--- src/rtl/core/bsa_pkg.sv ---
// Package with shared codes, widths and controller/datapath interface types.
package bsa_pkg;

  localparam int DIV_W = 32;
  localparam int SZ_W  = 17;

  localparam logic [1:0] REQ_ALLOC = 2'd0;
  localparam logic [1:0] REQ_FREE  = 2'd1;
  localparam logic [1:0] REQ_GET   = 2'd2;
  localparam logic [1:0] REQ_BAD   = 2'd3;

  localparam logic [1:0] ST_OK      = 2'd0;
  localparam logic [1:0] ST_NONE    = 2'd1;
  localparam logic [1:0] ST_INVALID = 2'd2;

  localparam logic [1:0] CFG_ITEM_SIZE  = 2'd0;
  localparam logic [1:0] CFG_ITEM_ALIGN = 2'd1;
  localparam logic [1:0] CFG_ITEM_COUNT = 2'd2;
  localparam logic [1:0] CFG_DATA_BASE  = 2'd3;

  typedef enum logic [1:0] {
    RES_NONE,
    RES_INVALID,
    RES_ADDR,
    RES_FREED
  } res_kind_t;

  typedef enum logic [3:0] {
    S_CLEAR,
    S_IDLE,
    S_DISPATCH,
    S_SIZE_WAIT,
    S_SIZE_MUL,
    S_SCAN_RD,
    S_SCAN_CHK,
    S_GET_RD,
    S_GET_CHK,
    S_FREE_WAIT,
    S_FREE_RD,
    S_FREE_CHK,
    S_MUL,
    S_ADD,
    S_DONE
  } state_t;

  typedef struct packed {
    logic      cap;
    logic      div_start;
    logic      div_free;
    logic      sz_load;
    logic      idx_clr;
    logic      idx_inc;
    logic      idx_ld_sidx;
    logic      idx_ld_quo;
    logic      mem_rd;
    logic      mem_wr;
    logic      mem_wdata;
    logic      mul;
    logic      res_set;
    res_kind_t res_kind;
    logic      out_load;
  } cmd_t;

  typedef struct packed {
    logic [1:0] req;
    logic       sz_valid;
    logic       div_done;
    logic       rd_bit;
    logic       idx_at_n;
    logic       clr_last;
    logic       sidx_ok;
    logic       free_ok;
    logic       out_busy;
  } sts_t;

endpackage

--- src/rtl/core/bitmap_slab_allocator_unit.sv ---
// Top level of the bitmap slab allocator, joining controller and datapath.
// One request is handled at a time; a new request is taken while the previous result still
// waits at the output. After reset a clearing pass zeroes every slot of the bitmap memory
// before the first request is taken. A get reads the bit of the given slot; an allocate
// scans the bitmap from slot 0, reading and checking each slot in turn, until it finds and
// marks the first free one; bitmap read data is registered. A free runs the iterative
// divider to split the offset into index and remainder, then reads the bit and clears it if
// set. The first request after a write to the size or alignment register, before it is
// handled, computes the rounded slot size on the same divider.
module bitmap_slab_allocator_unit
  import bsa_pkg::*;
#(
  parameter int MAX_SLOTS = 64
) (
  input  logic        clk,
  input  logic        rst_n,
  input  logic        cfg_we,
  input  logic [1:0]  cfg_index,
  input  logic [31:0] cfg_wdata,
  input  logic        in_valid,
  output logic        in_ready,
  input  logic [1:0]  in_req_type,
  input  logic [31:0] in_address,
  input  logic [5:0]  in_slot_index,
  output logic        out_valid,
  input  logic        out_ready,
  output logic [1:0]  out_status,
  output logic [31:0] out_slot_address,
  output logic [5:0]  out_granted_index
);

  cmd_t cmd;
  sts_t sts;

  bsa_ctrl u_ctrl (
    .clk      (clk),
    .rst_n    (rst_n),
    .in_valid (in_valid),
    .in_ready (in_ready),
    .sts      (sts),
    .cmd      (cmd)
  );

  bsa_datapath #(
    .MAX_SLOTS (MAX_SLOTS)
  ) u_dp (
    .clk               (clk),
    .rst_n             (rst_n),
    .cfg_we            (cfg_we),
    .cfg_index         (cfg_index),
    .cfg_wdata         (cfg_wdata),
    .in_req_type       (in_req_type),
    .in_address        (in_address),
    .in_slot_index     (in_slot_index),
    .cmd               (cmd),
    .sts               (sts),
    .out_ready         (out_ready),
    .out_valid         (out_valid),
    .out_status        (out_status),
    .out_slot_address  (out_slot_address),
    .out_granted_index (out_granted_index)
  );

endmodule

--- src/rtl/core/bsa_ram.sv ---
// Generic single-write, single-read RAM with registered read data.
module bsa_ram #(
  parameter int WIDTH = 1,
  parameter int DEPTH = 64
) (
  input  logic                                   clk,
  input  logic                                   we,
  input  logic [(DEPTH > 1 ? $clog2(DEPTH) : 1)-1:0] waddr,
  input  logic [WIDTH-1:0]                       wdata,
  input  logic                                   re,
  input  logic [(DEPTH > 1 ? $clog2(DEPTH) : 1)-1:0] raddr,
  output logic [WIDTH-1:0]                       rdata
);

  logic [WIDTH-1:0] mem_r [DEPTH];

  always_ff @(posedge clk) begin
    if (we) begin
      mem_r[waddr] <= wdata;
    end
    if (re) begin
      rdata <= mem_r[raddr];
    end
  end

endmodule

--- src/rtl/core/bsa_divider.sv ---
// Restoring divider producing one quotient bit per cycle.
module bsa_divider
  import bsa_pkg::*;
(
  input  logic             clk,
  input  logic             rst_n,
  input  logic             start,
  input  logic [DIV_W-1:0] dividend,
  input  logic [SZ_W-1:0]  divisor,
  output logic             busy,
  output logic             done,
  output logic [DIV_W-1:0] quotient,
  output logic [SZ_W-1:0]  remainder
);

  localparam int CNT_W = $clog2(DIV_W);

  logic [DIV_W-1:0] quo_r;
  logic [SZ_W-1:0]  rem_r;
  logic [SZ_W-1:0]  dvs_r;
  logic [CNT_W-1:0] cnt_r;
  logic             busy_r;
  logic             done_r;
  logic [SZ_W:0]    rem_sh;
  logic             take;

  assign rem_sh = {rem_r, quo_r[DIV_W-1]};
  assign take   = rem_sh >= {1'b0, dvs_r};

  always_ff @(posedge clk) begin
    if (!rst_n) begin
      busy_r <= 1'b0;
      done_r <= 1'b0;
      cnt_r  <= '0;
    end else begin
      done_r <= !start && busy_r && (cnt_r == CNT_W'(DIV_W - 1));
      if (start) begin
        busy_r <= 1'b1;
        cnt_r  <= '0;
      end else if (busy_r) begin
        cnt_r <= cnt_r + 1'b1;
        if (cnt_r == CNT_W'(DIV_W - 1)) begin
          busy_r <= 1'b0;
        end
      end
    end
  end

  always_ff @(posedge clk) begin
    if (start) begin
      quo_r <= dividend;
      rem_r <= '0;
      dvs_r <= divisor;
    end else if (busy_r) begin
      quo_r <= {quo_r[DIV_W-2:0], take};
      rem_r <= take ? SZ_W'(rem_sh - {1'b0, dvs_r}) : rem_sh[SZ_W-1:0];
    end
  end

  assign busy      = busy_r;
  assign done      = done_r;
  assign quotient  = quo_r;
  assign remainder = rem_r;

endmodule

--- src/rtl/core/bsa_datapath.sv ---
// Datapath with configuration, slot size, bitmap memory, address arithmetic and output.
module bsa_datapath
  import bsa_pkg::*;
#(
  parameter int MAX_SLOTS = 64
) (
  input  logic        clk,
  input  logic        rst_n,
  input  logic        cfg_we,
  input  logic [1:0]  cfg_index,
  input  logic [31:0] cfg_wdata,
  input  logic [1:0]  in_req_type,
  input  logic [31:0] in_address,
  input  logic [5:0]  in_slot_index,
  input  cmd_t        cmd,
  output sts_t        sts,
  input  logic        out_ready,
  output logic        out_valid,
  output logic [1:0]  out_status,
  output logic [31:0] out_slot_address,
  output logic [5:0]  out_granted_index
);

  localparam int IW = MAX_SLOTS > 1 ? $clog2(MAX_SLOTS) : 1;
  localparam int CW = $clog2(MAX_SLOTS + 1);
  localparam int NW = CW > 7 ? CW : 7;
  localparam int PW = SZ_W + CW;

  logic [15:0] item_size_r;
  logic [8:0]  item_align_r;
  logic [6:0]  item_count_r;
  logic [31:0] data_base_r;

  logic [1:0]  req_r;
  logic [31:0] addr_r;
  logic [5:0]  sidx_r;

  logic [SZ_W-1:0] sz_r;
  logic            sz_valid_r;
  logic [CW-1:0]   idx_r;
  logic [CW-1:0]   idx_nxt;
  logic [PW-1:0]   prod_r;

  logic [1:0]  pend_status_r;
  logic [31:0] pend_addr_r;
  logic [5:0]  pend_idx_r;
  logic        out_valid_r;
  logic        out_valid_nxt;
  logic [1:0]  out_status_r;
  logic [31:0] out_addr_r;
  logic [5:0]  out_idx_r;

  logic [15:0]      size_fix;
  logic [8:0]       align_fix;
  logic [NW-1:0]    n_w;
  logic [DIV_W-1:0] div_dividend;
  logic [SZ_W-1:0]  div_divisor;
  logic             div_busy;
  logic             div_done;
  logic [DIV_W-1:0] div_quo;
  logic [SZ_W-1:0]  div_rem;
  logic             rd_bit;
  logic [SZ_W+8:0]  size_prod;

  assign size_fix  = (item_size_r == '0) ? 16'd1 : item_size_r;
  assign align_fix = (item_align_r == '0) ? 9'd1 : item_align_r;
  assign n_w = (NW'(item_count_r) > NW'(MAX_SLOTS)) ? NW'(MAX_SLOTS) : NW'(item_count_r);

  assign div_dividend = cmd.div_free ? (addr_r - data_base_r)
                                     : (DIV_W'(size_fix) + DIV_W'(align_fix) - 1'b1);
  assign div_divisor  = cmd.div_free ? sz_r : SZ_W'(align_fix);
  assign size_prod    = div_quo[SZ_W-1:0] * align_fix;

  bsa_divider u_div (
    .clk       (clk),
    .rst_n     (rst_n),
    .start     (cmd.div_start),
    .dividend  (div_dividend),
    .divisor   (div_divisor),
    .busy      (div_busy),
    .done      (div_done),
    .quotient  (div_quo),
    .remainder (div_rem)
  );

  bsa_ram #(
    .WIDTH (1),
    .DEPTH (MAX_SLOTS)
  ) u_bitmap (
    .clk   (clk),
    .we    (cmd.mem_wr),
    .waddr (idx_r[IW-1:0]),
    .wdata (cmd.mem_wdata),
    .re    (cmd.mem_rd),
    .raddr (idx_r[IW-1:0]),
    .rdata (rd_bit)
  );

  always_ff @(posedge clk) begin
    if (!rst_n) begin
      item_size_r  <= 16'd4;
      item_align_r <= 9'd4;
      item_count_r <= 7'd64;
      data_base_r  <= 32'd0;
    end else if (cfg_we) begin
      case (cfg_index)
        CFG_ITEM_SIZE:  item_size_r  <= cfg_wdata[15:0];
        CFG_ITEM_ALIGN: item_align_r <= cfg_wdata[8:0];
        CFG_ITEM_COUNT: item_count_r <= cfg_wdata[6:0];
        CFG_DATA_BASE:  data_base_r  <= cfg_wdata;
        default:        item_size_r  <= item_size_r;
      endcase
    end
  end

  always_ff @(posedge clk) begin
    if (!rst_n) begin
      sz_valid_r <= 1'b0;
    end else if (cfg_we && (cfg_index == CFG_ITEM_SIZE || cfg_index == CFG_ITEM_ALIGN)) begin
      sz_valid_r <= 1'b0;
    end else if (cmd.sz_load) begin
      sz_valid_r <= 1'b1;
    end
  end

  always_comb begin
    idx_nxt = idx_r;
    if (cmd.idx_clr) begin
      idx_nxt = '0;
    end else if (cmd.idx_inc) begin
      idx_nxt = idx_r + 1'b1;
    end else if (cmd.idx_ld_sidx) begin
      idx_nxt = CW'(sidx_r);
    end else if (cmd.idx_ld_quo) begin
      idx_nxt = div_quo[CW-1:0];
    end
  end

  always_ff @(posedge clk) begin
    if (!rst_n) begin
      idx_r <= '0;
    end else begin
      idx_r <= idx_nxt;
    end
  end

  always_ff @(posedge clk) begin
    if (cmd.cap) begin
      req_r  <= in_req_type;
      addr_r <= in_address;
      sidx_r <= in_slot_index;
    end
    if (cmd.sz_load) begin
      sz_r <= size_prod[SZ_W-1:0];
    end
    if (cmd.mul) begin
      prod_r <= sz_r * idx_r;
    end
    if (cmd.res_set) begin
      case (cmd.res_kind)
        RES_ADDR: begin
          pend_status_r <= ST_OK;
          pend_addr_r   <= data_base_r + 32'(prod_r);
          pend_idx_r    <= 6'(idx_r);
        end
        RES_FREED: begin
          pend_status_r <= ST_OK;
          pend_addr_r   <= addr_r;
          pend_idx_r    <= 6'(idx_r);
        end
        RES_INVALID: begin
          pend_status_r <= ST_INVALID;
          pend_addr_r   <= '0;
          pend_idx_r    <= '0;
        end
        default: begin
          pend_status_r <= ST_NONE;
          pend_addr_r   <= '0;
          pend_idx_r    <= '0;
        end
      endcase
    end
    if (cmd.out_load) begin
      out_status_r <= pend_status_r;
      out_addr_r   <= pend_addr_r;
      out_idx_r    <= pend_idx_r;
    end
  end

  always_comb begin
    out_valid_nxt = out_valid_r;
    if (cmd.out_load) begin
      out_valid_nxt = 1'b1;
    end else if (out_ready) begin
      out_valid_nxt = 1'b0;
    end
  end

  always_ff @(posedge clk) begin
    if (!rst_n) begin
      out_valid_r <= 1'b0;
    end else begin
      out_valid_r <= out_valid_nxt;
    end
  end

  always_comb begin
    sts.req      = req_r;
    sts.sz_valid = sz_valid_r;
    sts.div_done = div_done;
    sts.rd_bit   = rd_bit;
    sts.idx_at_n = NW'(idx_r) >= n_w;
    sts.clr_last = idx_r == CW'(MAX_SLOTS - 1);
    sts.sidx_ok  = NW'(sidx_r) < n_w;
    sts.free_ok  = (div_rem == '0) && (div_quo < DIV_W'(n_w));
    sts.out_busy = out_valid_r && !out_ready;
  end

  assign out_valid         = out_valid_r;
  assign out_status        = out_status_r;
  assign out_slot_address  = out_addr_r;
  assign out_granted_index = out_idx_r;

  a_no_overwrite: assert property (@(posedge clk) disable iff (!rst_n)
    cmd.out_load |-> (!out_valid_r || out_ready))
    else $error("Result register overwritten before it was taken.");

  a_fail_zero: assert property (@(posedge clk) disable iff (!rst_n)
    (out_valid_r && out_status_r != ST_OK) |-> (out_addr_r == '0 && out_idx_r == '0))
    else $error("Failed request carries a non-zero address or index.");

  a_div_start_idle: assert property (@(posedge clk) disable iff (!rst_n)
    cmd.div_start |-> !div_busy)
    else $error("Divider started while busy.");

  a_free_in_range: assert property (@(posedge clk) disable iff (!rst_n)
    (cmd.mem_wr && !cmd.mem_wdata && cmd.res_set) |-> !sts.idx_at_n)
    else $error("Slot released outside the active range.");

endmodule

--- src/rtl/core/bsa_ctrl.sv ---
// Controller state machine sequencing each request through the datapath.
module bsa_ctrl
  import bsa_pkg::*;
(
  input  logic clk,
  input  logic rst_n,
  input  logic in_valid,
  output logic in_ready,
  input  sts_t sts,
  output cmd_t cmd
);

  state_t state_r;
  state_t state_nxt;

  always_ff @(posedge clk) begin
    if (!rst_n) begin
      state_r <= S_CLEAR;
    end else begin
      state_r <= state_nxt;
    end
  end

  always_comb begin
    state_nxt = state_r;
    case (state_r)
      S_CLEAR:     if (sts.clr_last) state_nxt = S_IDLE;
      S_IDLE:      if (in_valid) state_nxt = S_DISPATCH;
      S_DISPATCH: begin
        if (!sts.sz_valid) begin
          state_nxt = S_SIZE_WAIT;
        end else begin
          case (sts.req)
            REQ_ALLOC: state_nxt = S_SCAN_RD;
            REQ_FREE:  state_nxt = S_FREE_WAIT;
            REQ_GET:   state_nxt = sts.sidx_ok ? S_GET_RD : S_DONE;
            default:   state_nxt = S_DONE;
          endcase
        end
      end
      S_SIZE_WAIT: if (sts.div_done) state_nxt = S_SIZE_MUL;
      S_SIZE_MUL:  state_nxt = S_DISPATCH;
      S_SCAN_RD:   state_nxt = sts.idx_at_n ? S_DONE : S_SCAN_CHK;
      S_SCAN_CHK:  state_nxt = sts.rd_bit ? S_SCAN_RD : S_MUL;
      S_GET_RD:    state_nxt = S_GET_CHK;
      S_GET_CHK:   state_nxt = sts.rd_bit ? S_MUL : S_DONE;
      S_FREE_WAIT: begin
        if (sts.div_done) state_nxt = sts.free_ok ? S_FREE_RD : S_DONE;
      end
      S_FREE_RD:   state_nxt = S_FREE_CHK;
      S_FREE_CHK:  state_nxt = S_DONE;
      S_MUL:       state_nxt = S_ADD;
      S_ADD:       state_nxt = S_DONE;
      S_DONE:      if (!sts.out_busy) state_nxt = S_IDLE;
      default:     state_nxt = S_CLEAR;
    endcase
  end

  always_comb begin
    cmd      = '0;
    in_ready = 1'b0;
    case (state_r)
      S_CLEAR: begin
        cmd.mem_wr    = 1'b1;
        cmd.mem_wdata = 1'b0;
        cmd.idx_inc   = !sts.clr_last;
        cmd.idx_clr   = sts.clr_last;
      end
      S_IDLE: begin
        in_ready = 1'b1;
        cmd.cap  = in_valid;
      end
      S_DISPATCH: begin
        if (!sts.sz_valid) begin
          cmd.div_start = 1'b1;
        end else begin
          case (sts.req)
            REQ_ALLOC: cmd.idx_clr = 1'b1;
            REQ_FREE: begin
              cmd.div_start = 1'b1;
              cmd.div_free  = 1'b1;
            end
            REQ_GET: begin
              cmd.idx_ld_sidx = sts.sidx_ok;
              cmd.res_set     = !sts.sidx_ok;
              cmd.res_kind    = RES_NONE;
            end
            default: begin
              cmd.res_set  = 1'b1;
              cmd.res_kind = RES_INVALID;
            end
          endcase
        end
      end
      S_SIZE_MUL: cmd.sz_load = 1'b1;
      S_SCAN_RD: begin
        cmd.mem_rd   = !sts.idx_at_n;
        cmd.res_set  = sts.idx_at_n;
        cmd.res_kind = RES_NONE;
      end
      S_SCAN_CHK: begin
        cmd.idx_inc   = sts.rd_bit;
        cmd.mem_wr    = !sts.rd_bit;
        cmd.mem_wdata = 1'b1;
      end
      S_GET_RD: cmd.mem_rd = 1'b1;
      S_GET_CHK: begin
        cmd.res_set  = !sts.rd_bit;
        cmd.res_kind = RES_NONE;
      end
      S_FREE_WAIT: begin
        cmd.div_free   = 1'b1;
        cmd.idx_ld_quo = sts.div_done && sts.free_ok;
        cmd.res_set    = sts.div_done && !sts.free_ok;
        cmd.res_kind   = RES_INVALID;
      end
      S_FREE_RD: cmd.mem_rd = 1'b1;
      S_FREE_CHK: begin
        cmd.mem_wr    = sts.rd_bit;
        cmd.mem_wdata = 1'b0;
        cmd.res_set   = 1'b1;
        cmd.res_kind  = sts.rd_bit ? RES_FREED : RES_INVALID;
      end
      S_MUL: cmd.mul = 1'b1;
      S_ADD: begin
        cmd.res_set  = 1'b1;
        cmd.res_kind = RES_ADDR;
      end
      S_DONE: cmd.out_load = !sts.out_busy;
      default: cmd = '0;
    endcase
  end

  a_clear_blocks: assert property (@(posedge clk) disable iff (!rst_n)
    (state_r == S_CLEAR) |-> (!in_ready && !cmd.out_load))
    else $error("Request taken during the clearing pass.");

  a_size_first: assert property (@(posedge clk) disable iff (!rst_n)
    (cmd.mem_rd && state_r != S_CLEAR) |-> sts.sz_valid)
    else $error("Bitmap accessed before the slot size was known.");

endmodule

--- config.mk ---
export PLATFORM = sky130hd
export DESIGN_NAME = bitmap_slab_allocator_unit
export DESIGN_NICKNAME = d
export VERILOG_FILES = /design/src/rtl/core/bsa_pkg.sv /design/src/rtl/core/bitmap_slab_allocator_unit.sv /design/src/rtl/core/bsa_ram.sv /design/src/rtl/core/bsa_divider.sv /design/src/rtl/core/bsa_datapath.sv /design/src/rtl/core/bsa_ctrl.sv
export SDC_FILE = /design/constraint.sdc
export NUM_CORES = 1
export LEC_CHECK = 0
export ABC_CLOCK_PERIOD_IN_PS = 7000
export BUFFER_PORTS_ARGS = -buffer_cell sky130_fd_sc_hd__buf_2
export CAP_MARGIN = 10
export CORE_AREA = 2 2 238 299
export DETAILED_ROUTE_END_ITERATION = 8
export DIE_AREA = 0 0 240 301
export GPL_TIMING_DRIVEN = 0
export PLACE_DENSITY_LB_ADDON = 0.12
export SETUP_SLACK_MARGIN = 0.3
export SYNTH_ARGS = -nofsm -noshare
export SYNTH_HDL_FRONTEND = slang
export SYNTH_SLANG_ARGS = --single-unit
--- constraint.sdc ---
create_clock -name clk -period 7 [get_ports clk]
set_input_delay 1.4 -clock clk [delete_from_list [all_inputs] [get_ports clk]]
set_output_delay 1.4 -clock clk [all_outputs]
set_load 0.01 [all_outputs]
## After elaboration in Yosys (flattened, before gate mapping)

Memories as Yosys holds them, arrays and structs flattened. A register that Yosys moved wholly into a read port is not among the register bits.
Index checks and enable logic that the tools add are counted.

| cells by class | value |
|---|---|
| add/subtract/negate cells | 7 |
| $mul | 2 |
| divide/modulo/power cells | 0 |
| $lt $le $gt $ge | 5 |
| equal/unequal tests | 29 |
| shift-type cells | 0 |
| multiplexer cells | 57 |
| bitwise logic cells | 1 |
| reduce and logical (&&, ||, !) cells | 37 |

Operators with widths:

| operator | number |
|---|---|
| $mux 32 | 3 |
| $pmux 32 s2 | 1 |
| $pmux 4 s14 | 1 |
| $mux 4 | 9 |
| $add 32x24->32 | 1 |
| $lt 32x7->1 | 1 |
| $sub 32x1->32 const B | 1 |
| $sub 32x32->32 | 1 |
| $eq 4x4->1 const B | 7 |
| $mux 7 | 4 |
| $mul 17x7->24 | 1 |
| $mux 1 | 21 |
| $ge 18x17->1 | 1 |
| $mux 9 | 2 |
| $pmux 3 s6 | 1 |
| $add 16x9->17 | 1 |
| $logic_not 17->1 | 1 |
| $mul 17x9->17 | 1 |
| $mux 17 | 1 |
| $sub 17x17->17 | 1 |
| $eq 4x3->1 const B | 4 |
| $logic_not 16->1 | 1 |
| $mux 16 | 1 |
| $reduce_or 2->1 | 7 |
| 31 further kinds | 65 |

| storage, ports and cells | value |
|---|---|
| flip-flop bits (word level) | 311 |
| latch bits | 0 |
| memory bits (writable) | 64 |
| bits in read-only memories | 0 |
| input port bits | 79 |
| logic and storage cells | 165 |
| memories | 1 |

Memory list:

| name | depth | width | rd ports | clocked after Yosys merged registers in | write ports | line | RTL |
|---|---|---|---|---|---|---|---|
| u_dp.u_bitmap.mem_r | 64 | 1 | 1 | 1 | 1 | bsa_ram.sv:15 | `logic [WIDTH-1:0] mem_r [DEPTH];` |

## Depth between registers and ports, before layout

Gate-level depths: netlist of run 1.

| logic depth | value |
|---|---|
| depth after elaboration | 10 |
| mapped depth | 25 |

## By module

Synthesis of run 1 repeated with hierarchy kept, for this count alone.

| second synthesis, totals | value |
|---|---|
| cells, all modules | 2844 |
| area total of the unflattened synthesis | 27706.6 µm² |

Modules (own cells, without submodules):

| module | times used | cells each | area each (µm²) | sequential area each (µm²) |
|---|---|---|---|---|
| bsa_datapath | 1 | 2202 | 20225.6 | 6296.0 |
| bsa_divider | 1 | 337 | 3905.0 | 1951.9 |
| bsa_ram | 1 | 204 | 2924.1 | 1951.9 |
| bsa_ctrl | 1 | 101 | 651.9 | 80.1 |

## Worst setup path after synthesis of run 1

Ideal clock, no wire load.

| timing | value |
|---|---|
| kind | register to register |
| start point | register u_dp.idx_r[2] |
| end point | register u_dp.prod_r[23], data pin |
| data arrival time | 6.055 ns |
| required time | 6.741 ns |
| slack | 0.686 ns |
| cell stages (with the launch flop) | 24 |
| buffers on the path | 5 |
| path through | dfxtp_1 -> buf_1 -> clkbuf_1 -> clkbuf_1 -> clkbuf_1 -> clkbuf_1 -> nand2_1 -> fa_1 -> fa_1 -> inv_1 -> fa_1 -> inv_1 -> fa_1 -> inv_1 -> ha_1 -> a21o_1 -> a21o_1 -> a21oi_1 -> nand2_1 -> o21ai_0 -> a21oi_1 -> o41ai_1 -> mux2i_1 -> nor2_1 |

| on the way | value |
|---|---|
| word-level cells in the longest chain between the ends | 1 |

Ends and longest elaborated chain:

| item | line | RTL |
|---|---|---|
| start, declared | bsa_datapath.sv:40 | `logic [CW-1:0] idx_r;` |
| start signal, assigned | bsa_datapath.sv:143 | `idx_r <= idx_nxt;` |
| $mul 17x7->24 | bsa_datapath.sv:157 | `prod_r <= sz_r * idx_r;` |
| end signal, assigned | bsa_datapath.sv:157 |  |
| end, declared | bsa_datapath.sv:42 | `logic [PW-1:0] prod_r;` |

No other way between the ends.
A chain may end at the register's enable or synchronous reset.

## Worst setup path after layout of run 1

Ends and elaborated chain as after synthesis.

==> results by group, run 1 <==
Status
  – Outcome: finished clean

Job
  – Max_cap viols: 0

STA
  – Final setup viols: 0
  – Max_slew headroom: a little over a fifth
  – Final hold slack: 0.417 ns
  – Final hold vios: 0
  – Period minus WS final: between 6 and 7 ns
  – Worst-Margin Slew: between 1 and 1.5 ns
  – Layout Skew: between 0.05 and 0.06 ns
  – RSZ-0062 raised after global routing: yes
  – Slew Viols, Final: 0
  – Fmax: 157 MHz
  – Final Cycle Share: 91.3%
  – Setup TNS: 0 ns

Die
  – Die Width: 240 um
  – I/O pin count: around 120
  – Core ar.: between 60,000 and 70,000 sq um
  – Row count: 108
  – Die H: 301 um
  – Initial Utilization: 39.7%
  – Die area: 72,200 sq um

Synthesis
  – Synth Register Bits: between 300 and 400
  – Ys async rst share: 0%
  – Number of standard cells after synthesis: roughly 2,900
  – Yosys warnings: 0
  – Register area share after synthesis: a little under two fifths
  – Synth cell types: between 90 and 100
  – Mean post-synth cell area: roughly 9.5 sq um
  – Mapped Area: 27,500 sq um
  – Number of flops mapped to enable cells by yosys: between 200 and 300
  – Main flop type after synthesis: edfxtp_1
  – Synth Net Count: around 3,300

GRT
  – Gr usage total: 23.6%
  – Initial antenna violation count: 1
  – Largest net degree at the start of global routing: 50
  – Total gr overflow: 0
  – First-pass GRT wire length: around 130,000 um
  – Vias in the first global route: roughly 22,000

Worst setup path
  – R2R Path End: u_dp.prod_r[23]$_DFFE_PP_
  – CP Launch Type: flip-flop
  – Reg2reg start: u_dp.idx_r[2]$_SDFFE_PP0P_
  – Crit-path slowest cell: fa_1
  – R2R Setup Slk: 0.61 ns
  – CP Cell Sequence: buf_4 > clkbuf_4 > clkbuf_4 > clkbuf_8 > buf_2 > nand2_1 > fa_1 > fa_1 > inv_1 > fa_1 > inv_1 > fa_1 > inv_1 > ha_1 > and4_1 > a221oi_1 > nand2_1 > o21ai_1 > a21oi_1 > o41ai_2 > buf_4 > mux2i_1 > nor2_1
  – Largest stage delay, worst path: 0.53 ns
  – Top cell by count, worst path: fa_1
  – Crit-path max FO: 10
  – Worst path required time: 7.31 ns
  – Element type at the critical path end: flip-flop
  – Data arrival, critical path: 6.70 ns
  – Worst Reg-to-Reg Cells: 23
  – CP Class: flip-flop to flip-flop

Min path
  – Worst hold path endpoint: u_dp.out_slot_address[23]$_DFFE_PP_
  – Hold_sp: u_dp.pend_addr_r[23]$_DFFE_PP_
  – Worst Hold Class: flip-flop to flip-flop
  – Hold path depth: 0

Finish
  – Commonest non-fill, non-tap cells in the layout: nand2_1 (399), inv_1 (304), edfxtp_1 (275), nor2_1 (204), ha_1 (170)
  – # fillers: 6,760
  – Sequential cell area: 10,300 sq um
  – Nets@finish: 3,476
  – P&R area growth vs syn: 12.8%
  – Final Util: 44.8%
  – Fin cells: just over 4,000
  – Area occupied by multi-input gates: 15,600 sq um
  – # diodes: 0
  – Most common cell after layout, fill and taps aside: nand2_1
  – Share of cells above drive strength 1: a little under a tenth

Clock network
  – Root Buffer: clkbuf_16
  – CTS sink count: 376
  – CTS clk-pin slew, worst paths: approximately 0.060 ns
  – Number of CTS-inserted buffers: 43
  – Max clock buf depth: 3
  – CTS tree: built
  – # H-tree levels: 2
  – Hold-fix buffers, CTS: 0
  – Clock Latency Late Sink: 0.62 ns

Detailed routing
  – DR vias: 21,900
  – Vias per cell: 5.42
  – # DRC: 0
  – Antenna Nets Post-Route: 0
  – Drt first pass iters: 5
  – Starting DRT DRC Count: 1,629
  – DRT Wirelength: 85,400 um
  – Drt wl/cell: 21.1 um

Place
  – Placed Instances: 3,964
  – Post-DP HPWL: 67,700 um
  – Routability cong.: slightly above 0.9
  – I/O Buffers: between 100 and 150

Power
  – Leak: approximately 12 nW
  – Maximum vdd drop: 275 uV
  – Power per cell area: 373 nW/um^2
  – PnR Total Power: about 12 mW
## registers in the layout, indices dropped and copies added, names as in the netlist, 2 cells and up
signal and flops:
u_ctrl.state_r 4, u_dp.addr_r 32, u_dp.data_base_r 32, u_dp.idx_r 7
u_dp.item_align_r 9, u_dp.item_count_r 7, u_dp.item_size_r 16, u_dp.out_granted_index 6
u_dp.out_slot_address 32, u_dp.out_status 2, u_dp.pend_addr_r 32, u_dp.pend_idx_r 6
u_dp.pend_status_r 2, u_dp.prod_r 24, u_dp.req_r 2, u_dp.sidx_r 6
u_dp.sz_r 17, u_dp.u_bitmap.mem_r 64, u_dp.u_div.cnt_r 5, u_dp.u_div.dvs_r 17
u_dp.u_div.quotient 32, u_dp.u_div.remainder 17
## worst max-delay path by stage
stage / from / end / depth (start not counted)
floorplan: u_dp.idx_r[2]$_SDFFE_PP0P_ / u_dp.prod_r[23]$_DFFE_PP_ / 23
global placement: u_dp.idx_r[2]$_SDFFE_PP0P_ / u_dp.prod_r[21]$_DFFE_PP_ / 22
detailed placement: u_dp.idx_r[2]$_SDFFE_PP0P_ / u_dp.prod_r[21]$_DFFE_PP_ / 22
CTS: u_dp.idx_r[2]$_SDFFE_PP0P_ / u_dp.prod_r[23]$_DFFE_PP_ / 23
global route: u_dp.idx_r[2]$_SDFFE_PP0P_ / u_dp.prod_r[23]$_DFFE_PP_ / 24
finish: u_dp.idx_r[2]$_SDFFE_PP0P_ / u_dp.prod_r[23]$_DFFE_PP_ / 23
## power breakdown
group          internal, mW  switching (mW)  total [mW]
sequential             2.93           0.319        3.25
combinational          2.16            3.76        5.92
clock                  1.40            1.02        2.41
total                  6.49            5.09        11.6
## per-stage QoR
step                instance area (sq um)  setup WS [ns]
floorplan                           27500          0.686
global placement                    29300          -1.66
detailed placement                  29400          -1.68
CTS                                 31000          0.367
global route                        31000          0.277
finish                              31000          0.611
## repair_timing
action | CTS | global route
gates cloned | 0 | 0
pin swaps | 0 | 1
gates resized for setup | 23 | 16
setup endpoints to repair | 14 | 7
buffers inserted | 0 | 1
## final cells by class
type,instances,share of cell area [%]
Buffer,146,1.94
Clock buffer,53,3.75
Multi-Input combinational cell,2075,50.2
Inverter,305,3.69
Timing Repair Buffer,128,2.33
Sequential cell,376,33.1
Tap cell,935,3.77
Clock inverter,27,1.16
## cell families (layout without fill, tap and decap cells)
| logic type | after synthesis | count (layout) | synth area share (%) |
|---|---|---|---|
| AOI/OAI and AO/OA | 582 | 582 | 14.5 |
| muxes | 45 | 45 | 1.85 |
| DFF | 376 | 376 | 37.4 |
| and+or+nand+nor | 1015 | 1015 | 17.7 |
| adders and majority gates | 322 | 322 | 18.8 |
| xor gates and xnor gates | 111 | 111 | 3.54 |
| buffers and inverters | 451 | 659 | 6.18 |
## layer usage
layer	track usage [%]	vias to the layer above	routed length (um)
li1	-	10400	-
met1	29.1	10800	34800
met2	40.8	605	41700
met3	3.45	158	4500
met4	11.0	0	4320
met5	0	-	0
## cells in the mapped netlist, types with 9 or more instances
cell | instances | share of area (%)
a21o_1 | 42 | 1.1
and2_1 | 104 | 2.4
a31oi_1 | 27 | 0.61
a21oi_1 | 104 | 1.9
or3_1 | 17 | 0.39
o22ai_1 | 9 | 0.20
nand3_1 | 54 | 0.98
a211oi_1 | 20 | 0.55
buf_1 | 19 | 0.26
o211ai_1 | 16 | 0.44
nand2b_1 | 24 | 0.55
a211o_1 | 12 | 0.38
and3_1 | 22 | 0.50
nor3_1 | 53 | 0.96
dfxtp_1 | 101 | 7.4
edfxtp_1 | 275 | 30
nand2_1 | 399 | 5.4
a21boi_0 | 58 | 1.6
nor2_1 | 205 | 2.8
xnor2_1 | 80 | 2.5
ha_1 | 170 | 7.7
o21bai_1 | 10 | 0.27
o31ai_1 | 15 | 0.41
o21ai_0 | 124 | 2.3
mux2i_1 | 34 | 1.2
o21a_1 | 27 | 0.74
nand4_1 | 12 | 0.27
clkbuf_1 | 122 | 1.7
inv_1 | 304 | 4.1
nor2b_1 | 43 | 0.98
fa_1 | 152 | 11
nor4_1 | 22 | 0.50
a22oi_1 | 9 | 0.25
or2_2 | 9 | 0.20
xor2_1 | 31 | 0.99
## worst max-delay path, delay by kind of cell, from the launching register on
kind,cells,cell delay [ns]
AO/OA/AOI/OAI,4,0.99
flip-flops,1,0.42
adder cells (fa/ha/maj),5,2.40
buffers and inverters,9,1.53
multiplexers,1,0.18
AND/OR/NAND/NOR,4,0.58
(Power assumes the default switching activity.)
==> run 2: changes to the inputs <==
--- a/config.mk
+++ b/config.mk
@@ -6,11 +6,11 @@
 export NUM_CORES = 1
 export LEC_CHECK = 0
 export ABC_CLOCK_PERIOD_IN_PS = 7000
-export BUFFER_PORTS_ARGS = -buffer_cell sky130_fd_sc_hd__buf_2
 export CAP_MARGIN = 10
 export CORE_AREA = 2 2 238 299
 export DETAILED_ROUTE_END_ITERATION = 8
 export DIE_AREA = 0 0 240 301
+export DONT_BUFFER_PORTS = 1
 export GPL_TIMING_DRIVEN = 0
 export PLACE_DENSITY_LB_ADDON = 0.12
 export SETUP_SLACK_MARGIN = 0.3
==> run 2 against run 1 <==
First-iteration DRC count fell by 7.6%. Hold slack lost 0.024 ns. Flip-flop and latch count did not move. Wire length up 0.47%. Critical path type unchanged. Clock power shrank 6%. Fmax is 0.54% lower. Worst setup slack lost 0.034 ns.
==> results by group, run 2 (synthesized netlist as in run 1, its figures left out) <==
Detailed routing
  – Starting DRT DRC Count: 1,506 (-7.6%)
  – Drt first pass iters: 6 (+1)
  – DRT Wirelength: 85,700 um (+0.47%)
  – Antenna Nets Post-Route: 0 (unchanged)
  – # DRC: 0 (unchanged)
  – Drt wl/cell: 21.8 um (+3.5%)
  – Vias per cell: 5.46 (+0.86%)
  – DR vias: 21,400 (-2.1%)

Job
  – Max_cap viols: 0 (unchanged)

Worst setup path
  – Element type at the critical path end: flip-flop
  – CP Launch Type: flip-flop
  – Data arrival, critical path: 6.76 ns (+0.06 ns)
  – Worst path required time: 7.33 ns (+0.02 ns)
  – Worst Reg-to-Reg Cells: 23 (unchanged)
  – CP Class: flip-flop to flip-flop
  – Crit-path max FO: 10 (unchanged)

Finish
  – Share of cells above drive strength 1: 5.75% (-3.7 points)
  – Area occupied by multi-input gates: 15,600 sq um (about the same)
  – Fin cells: 3,925 (-3.0%)
  – # diodes: 0 (unchanged)
  – Max reg flops: 64 (unchanged)
  – Most common cell after layout, fill and taps aside: nand2_1
  – Largest Register: u_dp.u_bitmap.mem_r
  – P&R area growth vs syn: 10.3%
  – Nets@finish: 3,356 (-3.5%)
  – Sequential cell area: 10,300 sq um (unchanged)
  – Final Util: 43.8% (-1.0 points)
  – Final instance area: 30,300 sq um (-2.3%)
  – Commonest non-fill, non-tap cells in the layout: nand2_1 (399), inv_1 (304), edfxtp_1 (275), nor2_1 (203), ha_1 (170)
  – # fillers: 6,763 (+0.044%)

STA
  – Layout Skew: 0.0391 ns (-0.0140 ns)
  – Period minus WS final: 6.42 ns (+0.0344 ns)
  – RSZ-0062 raised after global routing: no
  – Final Cycle Share: 91.8% (+0.49 points)
  – Worst-Margin Slew: 1.17 ns (-0.00788 ns)
  – Final hold vios: 0 (unchanged)
  – Fmax: 156 MHz (-0.54%)
  – Final setup viols: 0 (unchanged)
  – Max_slew headroom: 22.3% (+0.52 points)
  – Slew Viols, Final: 0 (unchanged)

Clock network
  – Root Buffer: clkbuf_16
  – # H-tree levels: 2 (unchanged)
  – CTS sink count: 376 (unchanged)
  – CTS tree: built
  – Max clock buf depth: 3 (unchanged)
  – Hold-fix buffers, CTS: 0 (unchanged)
  – CTS clk-pin slew, worst paths: 0.07 ns (about the same)
  – Number of CTS-inserted buffers: 43 (unchanged)
  – Clock Latency Late Sink: 0.61 ns (about the same)
  – Post-CTS setup buffer count: 0 (unchanged)

Status
  – Outcome: finished clean

GRT
  – Largest net degree at the start of global routing: 49 (-2.0%)
  – Vias in the first global route: 21,600 (-1.8%)
  – Gr usage total: 23.9% (+0.21 points)
  – First-pass GRT wire length: 130,000 um (+0.61%)
  – Initial antenna violation count: 3 (+2)
  – Total gr overflow: 0 (unchanged)

Place
  – I/O Buffers: 0 (-100%)
  – Post-DP HPWL: 67,800 um (+0.20%)
  – Placed Instances: 3,844 (-3.0%)
  – Post-DP Area: 28,800 sq um (-2.0%)
  – Routability cong.: 0.926 (about the same)

Die
  – Core ar.: 69,200 sq um (unchanged)
  – I/O pin count: 121 (unchanged)
  – Die area: 72,200 sq um (unchanged)
  – Initial Utilization: 39.7% (unchanged)
  – Die H: 301 um (unchanged)
  – Row count: 108 (unchanged)
  – Die Width: 240 um (unchanged)

Min path
  – Worst Hold Class: flip-flop to flip-flop
  – Hold path depth: 0 (unchanged)

Power
  – Maximum vdd drop: 308 uV (+12%)
  – Leak: 11.9 nW (-4.2%)
  – Power per cell area: 377 nW/um^2 (+1.0%)
run 2: cell count changes in the layout (fill, tap and decap cells not counted), sizes merged:
cell / before / now
buf: 152 / 28
inv: 308 / 311
clkinv: 13 / 16
clkbuf: 175 / 180
clkinvlp: 6 / 2
bufinv: 5 / 2
run 2: metal layers:
metal	share of wire (%)	global-route usage, %	routed length [um]	vias up
met1	41	29.8	35400	10600
met3	4.8	3.25	4160	177
met2	48	40.3	41300	587
li1	-	-	-	10100
met5	0.0082	0	7	-
met4	5.6	12.2	4820	2
run 2: worst max-delay path, cell delays in order, from the launching register on:
cell      delay (ns)
dfxtp_2         0.44
buf_4           0.26
clkbuf_4        0.26
clkbuf_4        0.24
clkbuf_8        0.23
clkbuf_4        0.24
nand2_1         0.09
fa_1            0.50
fa_1            0.50
inv_1           0.05
fa_1            0.53
inv_1           0.06
fa_1            0.53
inv_1           0.04
ha_1            0.35
a21o_1          0.20
a21o_1          0.18
a21oi_2         0.19
nor2_1          0.07
a21oi_1         0.17
a31oi_1         0.14
a41oi_1         0.32
nand2b_1        0.10
xor2_1          0.48
run 2: repair_timing:
item                                    4_1_cts  5_1_grt
endpoints found under the hold margin         0        0
gates resized for setup                      25       16
pin swaps                                     0        1
endpoints found under the setup margin       14        7
run 2: cell type report:
| cell class | instances | area share (%) |
|---|---|---|
| plain buffers | 146 | 2.00 |
| clock buffers | 54 | 3.79 |
| clock inverters | 26 | 0.867 |
| inverters | 305 | 3.78 |
| multi-input cells | 2075 | 51.4 |
| flip-flops and latches | 376 | 33.9 |
| well taps | 935 | 3.86 |
| repair buffers | 8 | 0.392 |
run 2: metrics by stage:
step	worst slack, ns	power [mW]	setup TNS, ns	hold slack, ns
after floorplan	0.686	7.27	0	0.400
after global placement	-1.69	9.08	-10.43	0.403
after detailed placement	-1.74	9.17	-11.16	0.405
after CTS	0.301	11.5	0	0.388
after global routing	0.297	12.3	0	0.387
final	0.576	11.4	0	0.393
run 2: worst paths after layout:
path / from / end / slack, ns
worst max-delay path: u_dp.idx_r[2]$_SDFFE_PP0P_ / u_dp.prod_r[20]$_DFFE_PP_ / 0.58
worst min-delay path: u_dp.pend_idx_r[3]$_SDFFCE_PN0P_ / u_dp.out_granted_index[3]$_DFFE_PP_ / 0.39
worst max register to register: u_dp.idx_r[2]$_SDFFE_PP0P_ / u_dp.prod_r[20]$_DFFE_PP_ / 0.58
worst min register to register: u_dp.pend_idx_r[3]$_SDFFCE_PN0P_ / u_dp.out_granted_index[3]$_DFFE_PP_ / 0.39
run 2: report_power, final:
part           internal, mW  switching, mW  total (mW)  leakage (nW)
Clock                  1.27           1.00        2.27         0.691
Sequential             2.93          0.318        3.25          3.28
Combinational          2.15           3.76        5.91          7.95
Total                  6.35           5.08        11.4          11.9
==> run 3: changes to the inputs <==
--- a/config.mk
+++ b/config.mk
@@ -7,9 +7,9 @@
 export LEC_CHECK = 0
 export ABC_CLOCK_PERIOD_IN_PS = 7000
 export CAP_MARGIN = 10
-export CORE_AREA = 2 2 238 299
+export CORE_AREA = 2 2 213 268
 export DETAILED_ROUTE_END_ITERATION = 8
-export DIE_AREA = 0 0 240 301
+export DIE_AREA = 0 0 215 270
 export DONT_BUFFER_PORTS = 1
 export GPL_TIMING_DRIVEN = 0
 export PLACE_DENSITY_LB_ADDON = 0.12
==> run 3 against run 2 <==
Final cell count decreased by 4.9%. Die area decreased by 20%. Combinational power decreased by 0.8%. Non-clock buffer count decreased by 1. Sequential power about the same. Critical path depth unchanged. Clock-buffer cell count increased by 2. Clock skew increased by 0.0011 ns. Total power decreased by 1.0%. Critical path type unchanged. Largest cell class unchanged.
==> results by group, run 3 (synthesized netlist as in run 1, its figures left out) <==
Status
  – Outcome: finished clean

GRT
  – First-pass GRT wire length: 127,000 um (-2.1%)
  – Largest net degree at the start of global routing: 36 (-27%)
  – Vias in the first global route: 21,700 (+0.44%)
  – Gr usage total: 28.4% (+4.5 points)
  – Total gr overflow: 0 (unchanged)
  – Initial antenna violation count: 6 (+3)

Power
  – PnR Total Power: 11.3 mW (-1.0%)
  – Sw Share: 44.2% (-0.24 points)
  – Leak: 11.9 nW (-0.41%)
  – NetSw: 5.00 mW (-1.5%)
  – Comb power frac: 51.8% (about the same)
  – Clk network pwr share: 19.6% (-0.3 points)
  – Reg power frac: 28.6% (+0.2 points)
  – Internal Power: 6.31 mW (-0.58%)
  – Power per cell area: 377 nW/um^2 (+0.10%)
  – Maximum vdd drop: 247 uV (-20%)

Die
  – I/O pin count: 121 (unchanged)
  – Initial Utilization: 49.5% (+9.7 points)
  – Row count: 97 (-10%)
  – Die Width: 215 um (-10%)
  – Die H: 270 um (-10%)
  – Die area: 58,100 sq um (-20%)
  – Core ar.: 55,600 sq um (-20%)

Detailed routing
  – Starting DRT DRC Count: 1,507 (+0.066%)
  – DRT Wirelength: 82,200 um (-4.2%)
  – Drt wl/cell: 22.0 um (+0.81%)
  – Vias per cell: 5.82 (+6.5%)
  – Antenna Nets Post-Route: 0 (unchanged)
  – DR vias: 21,700 (+1.3%)
  – # DRC: 0 (unchanged)
  – Drt first pass iters: 5 (-1)

Worst setup path
  – Worst Reg-to-Reg Cells: 23 (unchanged)
  – Largest stage delay, worst path: 0.54 ns (about the same)
  – CP Cell Sequence: buf_4 > clkbuf_2 > buf_2 > buf_4 > clkbuf_4 > nand2_1 > fa_1 > fa_1 > inv_1 > fa_1 > inv_1 > fa_1 > inv_1 > ha_1 > a21o_1 > a21o_1 > a21oi_1 > nand2_1 > o21ai_1 > a21oi_1 > o41ai_2 > mux2i_1 > nor2_2
  – Buffers and inverters on the worst path: 8 (unchanged)
  – CP Launch Type: flip-flop
  – R2R Setup Slk: 0.43 ns (-0.15 ns)
  – Reg2reg start: u_dp.idx_r[2]$_SDFFE_PP0P_
  – Element type at the critical path end: flip-flop
  – R2R Path End: u_dp.prod_r[23]$_DFFE_PP_
  – Data arrival, critical path: 6.89 ns (+0.13 ns)
  – Crit-path max FO: 10 (unchanged)
  – Crit-path slowest cell: fa_1
  – CP Class: flip-flop to flip-flop
  – Worst path required time: 7.32 ns (about the same)
  – CP top delay family: adder cells
  – Top cell by count, worst path: fa_1

STA
  – Final Cycle Share: 93.9% (+2.1 points)
  – Final setup viols: 0 (unchanged)
  – Period minus WS final: 6.57 ns (+0.148 ns)
  – Worst-Margin Slew: 1.23 ns (+0.0625 ns)
  – RSZ-0062 raised after global routing: yes
  – Max_slew headroom: 18.1% (-4.2 points)
  – Fmax: 152 MHz (-2.3%)
  – Final hold vios: 0 (unchanged)
  – Layout Skew: 0.0402 ns (+0.00107 ns)
  – Slew Viols, Final: 0 (unchanged)

Clock network
  – Post-CTS setup buffer count: 0 (unchanged)
  – CTS sink count: 376 (unchanged)
  – Hold-fix buffers, CTS: 0 (unchanged)
  – Cts repair resizes: 22 (-12%)
  – CTS tree: built
  – CTS clk-pin slew, worst paths: 0.06 ns (about the same)
  – Root Buffer: clkbuf_16
  – Clock Latency Late Sink: 0.60 ns (about the same)
  – Max clock buf depth: 3 (unchanged)
  – Number of CTS-inserted buffers: 42 (-2.3%)
  – # H-tree levels: 2 (unchanged)

Min path
  – Hold_sp: u_dp.pend_addr_r[11]$_DFFE_PP_
  – Worst Hold Class: flip-flop to flip-flop
  – Worst hold path endpoint: u_dp.out_slot_address[11]$_DFFE_PP_
  – Hold path depth: 0 (unchanged)

Finish
  – Largest Register: u_dp.u_bitmap.mem_r
  – Most common cell after layout, fill and taps aside: nand2_1
  – # fillers: 5,271 (-22%)
  – Commonest non-fill, non-tap cells in the layout: nand2_1 (399), inv_1 (304), edfxtp_1 (275), nor2_1 (203), ha_1 (170)
  – Max reg flops: 64 (unchanged)
  – Fin cells: 3,731 (-4.9%)
  – Nets@finish: 3,354 (-0.060%)
  – P&R area growth vs syn: 9.05%
  – Share of cells above drive strength 1: 5.36% (-0.40 points)

Place
  – Placed Instances: 3,651 (-5.0%)
  – Routability cong.: 0.928 (+0.27%)
  – Post-DP HPWL: 65,000 um (-4.1%)
  – I/O Buffers: 0 (unchanged)

Job
  – Max_cap viols: 0 (unchanged)
run 3: metal layers:
metal  wire length (um)  up-vias  global-route usage [%]
li1                   -    10100                       -
met1              33800    10800                    35.2
met2              40800      630                    50.0
met3               3910      158                    3.51
met4               3610        4                    11.5
met5                 27        -                       0
run 3: cell type report:
class / count / area [sq um] / share of cell area, %
clock inverters: 22 / 199 / 0.663
multi-input cells: 2075 / 15600 / 51.9
flip-flops and latches: 376 / 10300 / 34.3
plain buffers: 146 / 584 / 1.95
diodes: 2 / 5.00 / 0.0167
well taps: 742 / 928 / 3.10
clock buffers: 56 / 1150 / 3.85
inverters: 305 / 1140 / 3.82
repair buffers: 7 / 121 / 0.405
run 3: worst max-delay path by stage:
stage | from | end | slack (ns) | cells after the start
CTS | u_dp.idx_r[2]$_SDFFE_PP0P_ | u_dp.prod_r[23]$_DFFE_PP_ | 0.31 | 23
floorplan | u_dp.idx_r[2]$_SDFFE_PP0P_ | u_dp.prod_r[23]$_DFFE_PP_ | 0.69 | 23
global placement | u_dp.idx_r[2]$_SDFFE_PP0P_ | u_dp.prod_r[21]$_DFFE_PP_ | -1.46 | 22
finish | u_dp.idx_r[2]$_SDFFE_PP0P_ | u_dp.prod_r[23]$_DFFE_PP_ | 0.43 | 23
global route | u_dp.idx_r[2]$_SDFFE_PP0P_ | u_dp.prod_r[23]$_DFFE_PP_ | 0.16 | 22
detailed placement | u_dp.idx_r[2]$_SDFFE_PP0P_ | u_dp.prod_r[21]$_DFFE_PP_ | -1.49 | 22
run 3: per-stage QoR:
step	hold WS (ns)	worst slack [ns]	TNS, ns	cell area (sq um)	util [%]
after detailed placement	0.405	-1.49	-8.85	28600	51.4
after global placement	0.401	-1.46	-8.48	28400	51.1
after floorplan	0.400	0.686	0	27500	-
final	0.413	0.428	0	30000	53.9
after global routing	0.420	0.165	0	30000	53.9
after CTS	0.415	0.313	0	30000	53.9
run 3: power by group through the flow:
stage                     combinational, mW  clock (mW)  sequential [mW]
after floorplan                        4.16           0             3.12
after global placement                 5.72           0             3.28
after detailed placement               5.85           0             3.28
after CTS                              5.91        2.24             3.23
after global routing                   6.53        2.32             3.26
final                                  5.86        2.21             3.24
run 3: worst reg2reg max path, stage by stage (launching register included):
cell and delay [ns]:
dfxtp_2 0.43, buf_4 0.25, clkbuf_2 0.29, buf_2 0.28, buf_4 0.27, clkbuf_4 0.27
nand2_1 0.10, fa_1 0.49, fa_1 0.50, inv_1 0.06, fa_1 0.54, inv_1 0.06
fa_1 0.53, inv_1 0.04, ha_1 0.35, a21o_1 0.20, a21o_1 0.17, a21oi_1 0.24
nand2_1 0.11, o21ai_1 0.22, a21oi_1 0.17, o41ai_2 0.40, mux2i_1 0.26, nor2_2 0.11
